[src/brm_pkg.sv]
// shared types and constants for the boundary reflectivity meter
package brm_pkg;

    localparam int NUM_AMP    = 8;
    localparam int NUM_ACC    = 4;
    localparam int AMP_IDX_W  = 3;
    localparam int ACC_IDX_W  = 2;
    localparam int FRAC_BITS  = 12;
    localparam int INT_BITS   = 4;
    localparam int RATIO_BITS = FRAC_BITS + INT_BITS;
    localparam int DIV_CNT_W  = $clog2(RATIO_BITS + 1);

    localparam logic [RATIO_BITS-1:0] LIMIT_RESET = 16'd40960;

    localparam logic KIND_SAMPLE = 1'b0;
    localparam logic KIND_DUMP   = 1'b1;

    // accumulator indexes
    localparam logic [ACC_IDX_W-1:0] ACC_LEFT_INC   = 2'd0;
    localparam logic [ACC_IDX_W-1:0] ACC_LEFT_REFL  = 2'd1;
    localparam logic [ACC_IDX_W-1:0] ACC_RIGHT_INC  = 2'd2;
    localparam logic [ACC_IDX_W-1:0] ACC_RIGHT_REFL = 2'd3;

    typedef enum logic [2:0] {
        S_IDLE,
        S_SQ,
        S_ACC_LAST,
        S_DIV_L,
        S_WAIT_L,
        S_DIV_R,
        S_WAIT_R,
        S_EMIT
    } brm_state_t;

    typedef struct packed {
        logic                 mul_en;
        logic [ACC_IDX_W-1:0] acc_sel;
        logic                 clear;
    } brm_acc_ctrl_t;

endpackage

[src/brm_sq_acc.sv]
// shared squarer and the four saturating energy accumulators
module brm_sq_acc
    import brm_pkg::*;
#(
    parameter int SAMPLE_BITS = 16,
    parameter int ACC_BITS    = 56
)
(
    input  logic                                clk,
    input  logic                                rst_n,
    input  brm_acc_ctrl_t                       ctrl,
    input  logic signed [SAMPLE_BITS-1:0]       sample,
    output logic [NUM_ACC-1:0][ACC_BITS-1:0]    acc
);

    localparam int PROD_W = 2 * SAMPLE_BITS;
    localparam int SUM_W  = ((ACC_BITS > PROD_W) ? ACC_BITS : PROD_W) + 1;

    logic [SAMPLE_BITS-1:0]               mag;
    logic [PROD_W-1:0]                    prod_reg;
    logic [ACC_IDX_W-1:0]                 prod_sel_reg;
    logic                                 prod_valid_reg;
    logic [NUM_ACC-1:0][ACC_BITS-1:0]     acc_reg;
    logic [SUM_W-1:0]                     sum;
    logic                                 sat;

    // magnitude as unsigned, most negative code maps to 2^(n-1)
    assign mag = sample[SAMPLE_BITS-1] ? (~sample + 1'b1) : sample;

    always_ff @(posedge clk)
    begin
        prod_reg     <= PROD_W'(mag) * PROD_W'(mag);
        prod_sel_reg <= ctrl.acc_sel;
    end

    always_ff @(posedge clk or negedge rst_n)
    begin
        if (!rst_n)
        begin
            prod_valid_reg <= 1'b0;
        end
        else
        begin
            prod_valid_reg <= ctrl.mul_en;
        end
    end

    assign sum = SUM_W'(acc_reg[prod_sel_reg]) + SUM_W'(prod_reg);
    assign sat = |sum[SUM_W-1:ACC_BITS];

    always_ff @(posedge clk or negedge rst_n)
    begin
        if (!rst_n)
        begin
            acc_reg <= '0;
        end
        else if (ctrl.clear)
        begin
            acc_reg <= '0;
        end
        else if (prod_valid_reg)
        begin
            acc_reg[prod_sel_reg] <= sat ? {ACC_BITS{1'b1}} : sum[ACC_BITS-1:0];
        end
    end

    assign acc = acc_reg;

endmodule

[src/brm_ratio_div.sv]
// bit-serial restoring divider for one reflectivity ratio with limit check
module brm_ratio_div
    import brm_pkg::*;
#(
    parameter int ACC_BITS = 56
)
(
    input  logic                    clk,
    input  logic                    rst_n,
    input  logic                    start,
    input  logic [ACC_BITS-1:0]     refl,
    input  logic [ACC_BITS-1:0]     inc,
    input  logic [RATIO_BITS-1:0]   limit,
    output logic                    done,
    output logic [RATIO_BITS-1:0]   ratio
);

    logic                   busy_reg;
    logic [DIV_CNT_W-1:0]   cnt_reg;
    logic                   done_reg;
    logic [ACC_BITS-1:0]    d_reg;
    logic [ACC_BITS-1:0]    r_reg;
    logic [RATIO_BITS-1:0]  bring_reg;
    logic [RATIO_BITS-1:0]  q_reg;
    logic [RATIO_BITS-1:0]  limit_reg;
    logic                   zero_reg;
    logic [RATIO_BITS-1:0]  ratio_reg;

    logic [ACC_BITS:0]      trial;
    logic [ACC_BITS+1:0]    diff;
    logic                   ge;
    logic                   over;
    logic                   too_big;

    // ratio of 16.0 or more never fits
    assign too_big = {INT_BITS'(0), refl} >= {inc, INT_BITS'(0)};

    assign trial = {r_reg, bring_reg[RATIO_BITS-1]};
    assign diff  = {1'b0, trial} - {2'b00, d_reg};
    assign ge    = ~diff[ACC_BITS+1];

    assign over = zero_reg || (q_reg > limit_reg)
                  || ((q_reg == limit_reg) && (r_reg != '0));

    always_ff @(posedge clk or negedge rst_n)
    begin
        if (!rst_n)
        begin
            busy_reg <= 1'b0;
            cnt_reg  <= '0;
            done_reg <= 1'b0;
        end
        else
        begin
            done_reg <= 1'b0;
            if (!busy_reg && start)
            begin
                busy_reg <= 1'b1;
                cnt_reg  <= '0;
            end
            else if (busy_reg)
            begin
                if (cnt_reg == DIV_CNT_W'(RATIO_BITS))
                begin
                    busy_reg <= 1'b0;
                    done_reg <= 1'b1;
                end
                else
                begin
                    cnt_reg <= cnt_reg + 1'b1;
                end
            end
        end
    end

    always_ff @(posedge clk)
    begin
        if (!busy_reg && start)
        begin
            d_reg     <= inc;
            r_reg     <= refl >> INT_BITS;
            bring_reg <= {refl[INT_BITS-1:0], FRAC_BITS'(0)};
            q_reg     <= '0;
            limit_reg <= limit;
            zero_reg  <= (inc == '0) || too_big;
        end
        else if (busy_reg)
        begin
            if (cnt_reg == DIV_CNT_W'(RATIO_BITS))
            begin
                ratio_reg <= over ? '0 : q_reg;
            end
            else
            begin
                r_reg     <= ge ? diff[ACC_BITS-1:0] : trial[ACC_BITS-1:0];
                q_reg     <= {q_reg[RATIO_BITS-2:0], ge};
                bring_reg <= {bring_reg[RATIO_BITS-2:0], 1'b0};
            end
        end
    end

    assign done  = done_reg;
    assign ratio = ratio_reg;

endmodule

[src/boundary_reflectivity_meter_top.sv]
// top level of the boundary reflectivity meter: sequencer, config and output register
//
// Reflectivity meter for the left and right boundaries. A sample item (kind 0)
// carries eight signed boundary amplitudes; the block squares them one at a time
// on a single shared multiplier and adds each pair into one of four saturating
// energy accumulators (left incident, left reflected, right incident, right
// reflected). After accepting a sample item the block squares the amplitudes in
// turn, then lets the last product land before the next accept. It gives no result.
// A dump item (kind 1) runs a 16-step restoring divider twice, left then right,
// and emits one item with both Q4.12 ratios; a ratio is zero when the incident
// energy is zero or the ratio is above ratio_limit. The accumulators are cleared
// as the result is loaded. in_stall is high while an item is in work; one finished
// result can wait in the output register while the next item is taken. ratio_limit
// is written through cfg_wr_en / cfg_wr_data and resets to 10.0; the user must
// write it only while the block is idle, as the block does not enforce this.
module boundary_reflectivity_meter_top
    import brm_pkg::*;
#(
    parameter int SAMPLE_BITS = 16,
    parameter int ACC_BITS    = 56
)
(
    input  logic                            clk,
    input  logic                            rst_n,

    // input channel
    input  logic                            in_valid,
    output logic                            in_stall,
    input  logic                            kind,
    input  logic signed [SAMPLE_BITS-1:0]   left_fp,
    input  logic signed [SAMPLE_BITS-1:0]   left_gm,
    input  logic signed [SAMPLE_BITS-1:0]   left_fm,
    input  logic signed [SAMPLE_BITS-1:0]   left_gp,
    input  logic signed [SAMPLE_BITS-1:0]   right_fm,
    input  logic signed [SAMPLE_BITS-1:0]   right_gp,
    input  logic signed [SAMPLE_BITS-1:0]   right_fp,
    input  logic signed [SAMPLE_BITS-1:0]   right_gm,

    // result channel
    output logic                            out_valid,
    input  logic                            out_stall,
    output logic [RATIO_BITS-1:0]           reflect_left,
    output logic [RATIO_BITS-1:0]           reflect_right,

    // ratio_limit register
    input  logic                            cfg_wr_en,
    input  logic [RATIO_BITS-1:0]           cfg_wr_data
);

    brm_state_t                         state_reg, state_next;
    logic [AMP_IDX_W-1:0]               cnt_reg, cnt_next;
    logic signed [SAMPLE_BITS-1:0]      sample_reg [NUM_AMP];
    logic [RATIO_BITS-1:0]              limit_reg;
    logic [RATIO_BITS-1:0]              left_ratio_reg;
    logic                               out_valid_reg;
    logic [RATIO_BITS-1:0]              reflect_left_reg;
    logic [RATIO_BITS-1:0]              reflect_right_reg;

    logic                               in_accept;
    logic                               out_free;
    logic                               emit;
    brm_acc_ctrl_t                      acc_ctrl;
    logic [NUM_ACC-1:0][ACC_BITS-1:0]   acc;
    logic                               div_start;
    logic                               div_side;
    logic                               div_done;
    logic [RATIO_BITS-1:0]              div_ratio;
    logic [ACC_BITS-1:0]                div_refl;
    logic [ACC_BITS-1:0]                div_inc;

    assign in_stall  = (state_reg != S_IDLE);
    assign in_accept = in_valid && !in_stall;
    assign out_free  = !out_valid_reg || !out_stall;

    // config register
    always_ff @(posedge clk or negedge rst_n)
    begin
        if (!rst_n)
        begin
            limit_reg <= LIMIT_RESET;
        end
        else if (cfg_wr_en)
        begin
            limit_reg <= cfg_wr_data;
        end
    end

    // capture the item, amplitudes ordered by accumulator pairs
    always_ff @(posedge clk)
    begin
        if (in_accept)
        begin
            sample_reg[0] <= left_fp;
            sample_reg[1] <= left_gm;
            sample_reg[2] <= left_fm;
            sample_reg[3] <= left_gp;
            sample_reg[4] <= right_fm;
            sample_reg[5] <= right_gp;
            sample_reg[6] <= right_fp;
            sample_reg[7] <= right_gm;
        end
    end

    // sequencer state
    always_ff @(posedge clk or negedge rst_n)
    begin
        if (!rst_n)
        begin
            state_reg <= S_IDLE;
            cnt_reg   <= '0;
        end
        else
        begin
            state_reg <= state_next;
            cnt_reg   <= cnt_next;
        end
    end

    always_comb
    begin
        state_next       = state_reg;
        cnt_next         = cnt_reg;
        acc_ctrl.mul_en  = 1'b0;
        acc_ctrl.acc_sel = cnt_reg[AMP_IDX_W-1:1];
        acc_ctrl.clear   = 1'b0;
        div_start        = 1'b0;
        div_side         = 1'b0;
        emit             = 1'b0;
        case (state_reg)
            S_IDLE:
            begin
                cnt_next = '0;
                if (in_accept)
                begin
                    state_next = (kind == KIND_DUMP) ? S_DIV_L : S_SQ;
                end
            end
            S_SQ:
            begin
                // square one amplitude per cycle
                acc_ctrl.mul_en = 1'b1;
                cnt_next        = cnt_reg + 1'b1;
                if (cnt_reg == AMP_IDX_W'(NUM_AMP - 1))
                begin
                    state_next = S_ACC_LAST;
                end
            end
            S_ACC_LAST:
            begin
                // last product lands in its accumulator
                state_next = S_IDLE;
            end
            S_DIV_L:
            begin
                div_start  = 1'b1;
                state_next = S_WAIT_L;
            end
            S_WAIT_L:
            begin
                if (div_done)
                begin
                    state_next = S_DIV_R;
                end
            end
            S_DIV_R:
            begin
                div_start  = 1'b1;
                div_side   = 1'b1;
                state_next = S_WAIT_R;
            end
            S_WAIT_R:
            begin
                div_side = 1'b1;
                if (div_done)
                begin
                    state_next = S_EMIT;
                end
            end
            S_EMIT:
            begin
                // wait for room in the output register, then clear energies
                if (out_free)
                begin
                    emit           = 1'b1;
                    acc_ctrl.clear = 1'b1;
                    state_next     = S_IDLE;
                end
            end
            default:
            begin
                state_next = S_IDLE;
            end
        endcase
    end

    brm_sq_acc #(
        .SAMPLE_BITS (SAMPLE_BITS),
        .ACC_BITS    (ACC_BITS)
    ) u_sq_acc (
        .clk    (clk),
        .rst_n  (rst_n),
        .ctrl   (acc_ctrl),
        .sample (sample_reg[cnt_reg]),
        .acc    (acc)
    );

    // divider operands: left pair, then right pair
    assign div_refl = div_side ? acc[ACC_RIGHT_REFL] : acc[ACC_LEFT_REFL];
    assign div_inc  = div_side ? acc[ACC_RIGHT_INC]  : acc[ACC_LEFT_INC];

    brm_ratio_div #(
        .ACC_BITS (ACC_BITS)
    ) u_ratio_div (
        .clk   (clk),
        .rst_n (rst_n),
        .start (div_start),
        .refl  (div_refl),
        .inc   (div_inc),
        .limit (limit_reg),
        .done  (div_done),
        .ratio (div_ratio)
    );

    // hold the left ratio while the right one is worked out
    always_ff @(posedge clk)
    begin
        if (div_done && !div_side)
        begin
            left_ratio_reg <= div_ratio;
        end
    end

    // output register
    always_ff @(posedge clk or negedge rst_n)
    begin
        if (!rst_n)
        begin
            out_valid_reg <= 1'b0;
        end
        else if (emit)
        begin
            out_valid_reg <= 1'b1;
        end
        else if (!out_stall)
        begin
            out_valid_reg <= 1'b0;
        end
    end

    always_ff @(posedge clk)
    begin
        if (emit)
        begin
            reflect_left_reg  <= left_ratio_reg;
            reflect_right_reg <= div_ratio;
        end
    end

    assign out_valid     = out_valid_reg;
    assign reflect_left  = reflect_left_reg;
    assign reflect_right = reflect_right_reg;

endmodule

[config.mk]
export PLATFORM = sky130hd
export DESIGN_NAME = boundary_reflectivity_meter_top
export DESIGN_NICKNAME = d
export VERILOG_FILES = /design/src/brm_pkg.sv /design/src/brm_sq_acc.sv /design/src/brm_ratio_div.sv /design/src/boundary_reflectivity_meter_top.sv
export SDC_FILE = /design/constraint.sdc
export NUM_CORES = 2
export LEC_CHECK = 0
export ABC_CLOCK_PERIOD_IN_PS = 12600
export BUFFER_PORTS_ARGS = -buffer_cell sky130_fd_sc_hd__buf_4
export CORE_AREA = 3 3 322 324
export CTS_CLUSTER_DIAMETER = 40
export CTS_CLUSTER_SIZE = 8
export DETAILED_ROUTE_END_ITERATION = 10
export DIE_AREA = 0 0 325 327
export PLACE_DENSITY_LB_ADDON = 0.05
export SLEW_MARGIN = 20
export SYNTH_ARGS = -nofsm -noshare
export SYNTH_HDL_FRONTEND = slang
export SYNTH_SLANG_ARGS = --single-unit
[constraint.sdc]
create_clock -name clk -period 12.6 [get_ports clk]
set_input_delay 1.89 -clock clk [delete_from_list [all_inputs] [get_ports clk]]
set_output_delay 1.89 -clock clk [all_outputs]
set_load 0.05 [all_outputs]
; ---- Word level (Yosys, flattened, before mapping)
; Memories as Yosys holds them, arrays and structs flattened.
; Index checks and enable logic that the tools add are counted.
[classes]
add_sub_neg = 5
multipliers = 1
order_cmp = 4
eq_ne = 17
n_mux = 44
bitwise = 4
reduce_logical = 27
[op_table]
columns = cell, n
row1 = $mux W224, 2
row2 = $mux W56, 6
row3 = $bwmux W224, 1
row4 = $mux W52, 3
row5 = $bmux W56 S2, 1
row6 = $demux W56 S2, 1
row7 = $mux W16, 4
row8 = $ge A56 B60 Y1, 1
row9 = $sub A57 B56 Y58, 1
row10 = $add A56 B32 Y57, 1
row11 = $logic_not A56 Y1, 1
row12 = $reduce_bool A56 Y1, 1
row13 = $mul A16 B16 Y32, 1
row14 = $pmux W3 S8, 1
row15 = $add A16 B1 Y16 const B, 1
row16 = $eq A16 B16 Y1, 1
row17 = $gt A16 B16 Y1, 1
row18 = $not A16 Y16, 1
row19 = $eq A3 B3 Y1 const B, 5
row20 = $mux W1, 15
row21 = $mux W3, 5
row22 = $mux W5, 3
row23 = $ne A2 B1 Y1 const B, 4
row24 = $eq A3 B2 Y1 const B, 2
row25 = 20 further kinds, 39
[totals]
ff_bits = 502
ramBits = 128
in_bits = 150
output_inout_bits = 34
n_memories = 1
[memory_table]
columns = memory, depth, word_bits, rd, rd_ports_with_merged_regs, write_ports, line
row1 = sample_reg, 8, 16, 1, 0, 8, boundary_reflectivity_meter_top.sv:52  ; logic signed [SAMPLE_BITS-1:0] sample_reg [NUM_AMP];

; ---- Longest topological paths before layout
[logic_depth]
ltp_word = 7
mapped_depth = 35
mapped_depth_nobuf = 33

; ---- Hierarchy
; Synthesis repeated with hierarchy kept, for this count alone.
[hier_totals]
cells_unflattened = 3687
hier_area_um2 = 40547.6
[modules_own_cells]
columns = module, instances, cells_per_inst, area_per_inst_um2, seq_area_each_um2
row1 = brm_sq_acc, 1, 1975, 19855.3, 6291.0
row2 = brm_ratio_div, 1, 1272, 11986.5, 4929.7
row3 = boundary_reflectivity_meter_top, 1, 440, 8705.8, 5863.1

; ---- Worst setup path before layout
; OpenSTA, ideal clock, no wires.
[synth_path]
path_type = register to register
startpoint = reg cnt_reg[0]
endpoint = reg u_sq_acc.prod_reg[31]
setup_time_ns = 0.129
t_arrival_ns = 8.184
path_slack_ns = 4.286
stages_incl_launch_ff = 30
path_buffers = 3
path_cell_list = dfrtp_1 -> buf_6 -> mux4_2 -> mux2i_4 -> clkbuf_1 -> ha_1 -> nand3_1 -> o31ai_1 -> xnor2_1 -> buf_2 -> nor2_1 -> fa_1 -> fa_1 -> fa_1 -> fa_1 -> fa_1 -> inv_1 -> fa_1 -> inv_1 -> ha_1 -> a21o_1 -> a21o_1 -> a21o_1 -> o21ai_0 -> nand2b_1 -> o21ai_0 -> a21boi_0 -> a41o_1 -> o41ai_1 -> xnor2_1
[synth_between]
elab_chain_cells = 5
[synth_rtl]
columns = element, line
row1 = from (decl), boundary_reflectivity_meter_top.sv:51  ; logic [AMP_IDX_W-1:0] cnt_reg, cnt_next;
row2 = from (signal assigned), boundary_reflectivity_meter_top.sv:115  ; cnt_reg <= cnt_next;
row3 = $mem_v2 Z8 W16 *, n/a
row4 = $not A16 Y16, brm_sq_acc.sv:28  ; assign mag = sample[SAMPLE_BITS-1] ? (~sample + 1'b1) : sample;
row5 = $add A16 B1 Y16, brm_sq_acc.sv:28
row6 = $mux W16 *, brm_sq_acc.sv:28
row7 = $mul A16 B16 Y32 *, brm_sq_acc.sv:32  ; prod_reg <= PROD_W'(mag) * PROD_W'(mag);
row8 = to (signal assigned), brm_sq_acc.sv:32
row9 = to (decl), brm_sq_acc.sv:20  ; logic [PROD_W-1:0] prod_reg;
; Mark *: on every way between the ends. The rest lies on a longest branch, timed or not.
; A chain may end at the register's enable or synchronous reset.

; ---- Worst setup path after layout
[layout_path]
startpoint = reg cnt_reg[0]
endpoint = reg u_sq_acc.prod_reg[30]
[layout_between]
elab_chain_cells = 5
[layout_rtl]
columns = element, line
row1 = $mem_v2 Z8 W16 *, n/a
row2 = $not A16 Y16, brm_sq_acc.sv:28
row3 = $add A16 B1 Y16, brm_sq_acc.sv:28
row4 = $mux W16 *, brm_sq_acc.sv:28
row5 = via u_sq_acc.mag[0], brm_sq_acc.sv:19  ; logic [SAMPLE_BITS-1:0] mag;
row6 = $mul A16 B16 Y32 *, brm_sq_acc.sv:32
; Mark *: on every way through the listed nets, which the timed path passes. The rest lies on a longest branch.

==> flow_results.org <==
** Critical path
- Most used cell, CP :: sky130_fd_sc_hd__fa_1
- Standard cell with the maximum stage delay on the critical path :: sky130_fd_sc_hd__xor2_1
- Required time worst endpoint :: 13.19 ns
- The critical path is of the reg -> reg type.
- STA classifies the critical path endpoint as a flip-flop.
- Peak per-stage delay on the critical path :: 0.74 ns
- Together, buffers and inverters on the worst path number 7.
- STA classifies the critical path startpoint as a flip-flop.
- WP data arrival :: 10.49 ns
- Cell count of the worst reg-to-reg path :: 29
- Total number of cells along the worst setup path :: 29
- Largest fanout on the critical path :: 19
- Gate family responsible for the most delay along the worst path :: adder cells

** Detailed routing
- The final layout contains routed wiring with a total length of 124000 microns.
- Detail-routed via count per cell :: 5.42
- After detailed routing, the average wire length per cell comes to 23.3 microns.
- The detail route stage leaves a number of antenna-violating nets equal to 0.
- DRC violations left :: 0
- Detailed routing inserted a total of 28.8k vias.
- Starting DRC count in detailed routing :: 1717
- The first detailed-routing pass ran for 6 iterations.

** Placement
- The count of buffers added on input and output ports is 183.
- Detailed placer's ending HPWL :: 92000 microns
- The placed instances occupy a cell area of 0.0432 sq mm.
- At the end of routability-driven placement, the weighted congestion stood at 0.896.

** Global routing
- For met1 alone, demand over resource in global routing was 29.9%.
- GR Layer Usage met2 :: 40.0%
- For this run the aggregate overflow at the end of global routing stands at 0.
- Met3 capacity usage during global routing :: 3.32%
- The via count of the first global-routing pass was 30.0k.
- Global-route usage over all layers :: 23.1%
- The first global-routing pass estimated 188000 microns of wire.
- The number of antenna violations at the first check in global routing is 3.
- Maximum number of pins on one net before global-route repair :: 148
- In this run the most used layer during global routing was met2.

** Synthesis
- Counting flops and latches in the post-synthesis netlist gives 629.
- Summing the sequential cell areas from Yosys gives 42.3% of the chip area.
- For this run, the leading register cell type out of synthesis is sky130_fd_sc_hd__edfxtp_1.
- By area the synthesized netlist is led by sky130_fd_sc_hd__edfxtp_1 24%, sky130_fd_sc_hd__dfrtp_1 16%, sky130_fd_sc_hd__fa_1 8.2%.
- In this run, synthesis inferred 321 flip-flops with an integrated enable.
- Summed over its instances, the top area cell type makes up 23.9% of the synthesized netlist area.
- Avg Synthesized Cell Area :: 11.1 sq um
- Mapped Area :: 0.0404 sq mm
- After synthesis, the netlist uses 101 different library cells.
- For this run, asynchronously set or reset flops after synthesis account for 40.5%.
- Cell taking the most area after synthesis :: sky130_fd_sc_hd__edfxtp_1
- Synth Instances :: 3647
- For this run, the number of Yosys warnings is 0.

** CTS
- Source-to-sink clock delay at the later pin of the worst-skew pair :: 0.72 ns
- Number of buffers created by CTS :: 117
- The clock passes through at most 3 buffers.
- Clock tree from TritonCTS :: yes
- For this design, the sink count on the clock tree is 629.
- The number of gates resized after CTS was 0.
- The tree is rooted in a sky130_fd_sc_hd__clkbuf_16.
- H-tree level count :: 3
- Post-CTS Setup Repair Bufs :: 0
- Hold buffer count at CTS :: 0
- Clock-pin slew was measured on the worst setup and hold paths at 0.05 ns.

** Final layout
- After filler insertion, the fill cell instance count of the layout stands at 9498.
- The net count of the finished layout is 4418.
- The finished cells cover 0.0472 sq mm.
- Number of flip-flops in the largest register :: 224
- The area growth from synthesis to layout is 16.9%.
- Proportion of layout cells with a drive suffix above 1 :: 16.5%

** STA
- Total of endpoints with negative setup slack in the final report :: 0
- Setup repair after global routing missed its margin :: no
- Period minus WS final :: 9.89 ns
- For the pin with the worst max-slew slack, the measured transition is 1.05 ns.
- Clock skew on the completed layout was measured at 0.0713 ns.
- Timing would allow up to 0.101 GHz.
- Dividing the final minimum period by the clock period gives 78.5%.
- The max-slew violation count was 0.
- Measured against its own limit, the worst slew margin works out to 28.3%.
- Setup total negative slack on the finished layout was measured at 0 ns.
- The final count of hold timing violations is 0.

** Floorplan
- From left edge to right edge, the die measures 325 microns.
- Number of primary I/O pins :: 184
- Rows :: 117
- Die Height :: 327 microns
- For this configuration, the core starts out at a cell density of 39.8%.
- Area enclosed by the die boundary :: 0.106 sq mm
- The core region is 0.101 sq mm.

** Min path
- The min-delay analysis places its worst path in the category reg -> reg.
- Cell count of the worst hold path :: 0

** Run
- Max-Cap Viols :: 0

** Run status
- Result of the run :: complete, no violations
## layout make-up
class | instances | area (sq um) | area share, %
Multi-Input combinational cell | 2473 | 21200 | 44.9
Sequential cell | 629 | 17100 | 36.2
Clock buffer | 166 | 3330 | 7.05
Timing Repair Buffer | 232 | 1760 | 3.73
Tap cell | 1368 | 1710 | 3.63
Inverter | 392 | 1470 | 3.12
Clock inverter | 49 | 622 | 1.32
Antenna cell | 1 | 2.50 | 0.00530
## cells in the final DEF (no fill, tap or decap), types with 24 or more instances in the layout
cell,count
sky130_fd_sc_hd__a211oi_1,33
sky130_fd_sc_hd__a21o_1,94
sky130_fd_sc_hd__a21oi_1,193
sky130_fd_sc_hd__a221o_1,32
sky130_fd_sc_hd__a22o_1,143
sky130_fd_sc_hd__a31oi_1,30
sky130_fd_sc_hd__and2_1,30
sky130_fd_sc_hd__buf_4,230
sky130_fd_sc_hd__clkbuf_1,31
sky130_fd_sc_hd__clkbuf_16,120
sky130_fd_sc_hd__dfrtp_1,250
sky130_fd_sc_hd__dfxtp_1,51
sky130_fd_sc_hd__edfxtp_1,321
sky130_fd_sc_hd__fa_1,166
sky130_fd_sc_hd__ha_1,257
sky130_fd_sc_hd__inv_1,386
sky130_fd_sc_hd__mux2_2,79
sky130_fd_sc_hd__mux2i_1,73
sky130_fd_sc_hd__mux4_2,83
sky130_fd_sc_hd__nand2_1,288
sky130_fd_sc_hd__nand3_1,43
sky130_fd_sc_hd__nand4_1,53
sky130_fd_sc_hd__nor2_1,215
sky130_fd_sc_hd__nor3_1,38
sky130_fd_sc_hd__nor3b_1,24
sky130_fd_sc_hd__nor4_1,29
sky130_fd_sc_hd__o21ai_0,143
sky130_fd_sc_hd__xnor2_1,64
sky130_fd_sc_hd__xor2_1,74
## worst register-to-register path, delay by kind of cell, from the launching register on
kind / cells / cell delay [ns]
adder cells (fa/ha/maj): 7 / 3.22
flip-flops: 1 / 0.65
multiplexers: 2 / 1.11
AND/OR/NAND/NOR: 6 / 1.05
XOR/XNOR: 2 / 0.91
buffers and inverters: 7 / 1.24
AO/OA/AOI/OAI: 5 / 1.63
## routing by layer
metal | share of wire (%) | up-vias | routed length [microns]
li1 | - | 13600 | -
met1 | 44 | 14400 | 53900
met2 | 50 | 640 | 61500
met3 | 3.5 | 201 | 4380
met4 | 3.3 | 2 | 4090
met5 | 0.010 | - | 13
## Yosys cell counts (all sizes together), types with 11 or more instances
cell	n
and3	23
clkbuf	106
buf	56
fa	166
nand4	53
o21a	22
dfxtp	53
o211ai	11
mux2i	74
ha	257
o21bai	13
or3	15
a211oi	39
edfxtp	321
a22o	143
o21ai	147
a31oi	32
inv	390
nand2	290
nand3	44
dfrtp	253
a221o	32
xnor2	64
nand2b	18
o31ai	18
nor2b	22
nor3b	25
and2	31
a21o	98
nor4	30
xor2	74
mux2	79
a21oi	194
mux4	88
nor3	39
nor2	226
## through the flow
stage / hold WS (ns) / utilization, % / cells / setup slack (ns)
after detailed placement: 0.405 / 42.6 / 5094 / 2.66
after global placement: 0.403 / 42.6 / 5094 / 2.76
after global routing: 0.419 / 46.5 / 5309 / 2.04
final: 0.415 / 46.5 / 5310 / 2.71
after CTS: 0.416 / 46.5 / 5309 / 2.61
after floorplan: 0.366 / - / 3656 / 4.29
## cell families after synthesis
| kind of cell | after synthesis | share of synthesized area [%] |
|---|---|---|
| compound gates | 815 | 14.0 |
| xor+xnor | 138 | 2.99 |
| fa+ha+maj | 423 | 16.2 |
| buf+inv | 554 | 5.49 |
| flops | 629 | 42.3 |
| mux | 241 | 9.02 |
| other cells | 2 | 0.0186 |
| simple gates | 845 | 9.93 |
## final timing paths
path	from	endpoint	slack, ns
setup / recovery	cnt_reg[0]	u_sq_acc.prod_reg[30]	2.71
hold / removal	left_ratio_reg[3]	reflect_left[3]	0.41
setup reg to reg	cnt_reg[0]	u_sq_acc.prod_reg[30]	2.71
hold reg to reg	left_ratio_reg[3]	reflect_left[3]	0.41
max in group asynchronous	rst_n	u_sq_acc.acc[176]	9.83
min in group asynchronous	rst_n	limit_reg[9]	1.18
Power is left out: the tool's default activity adds up to more than one toggle a clock period on the data nets, which glitch-free logic cannot reach.
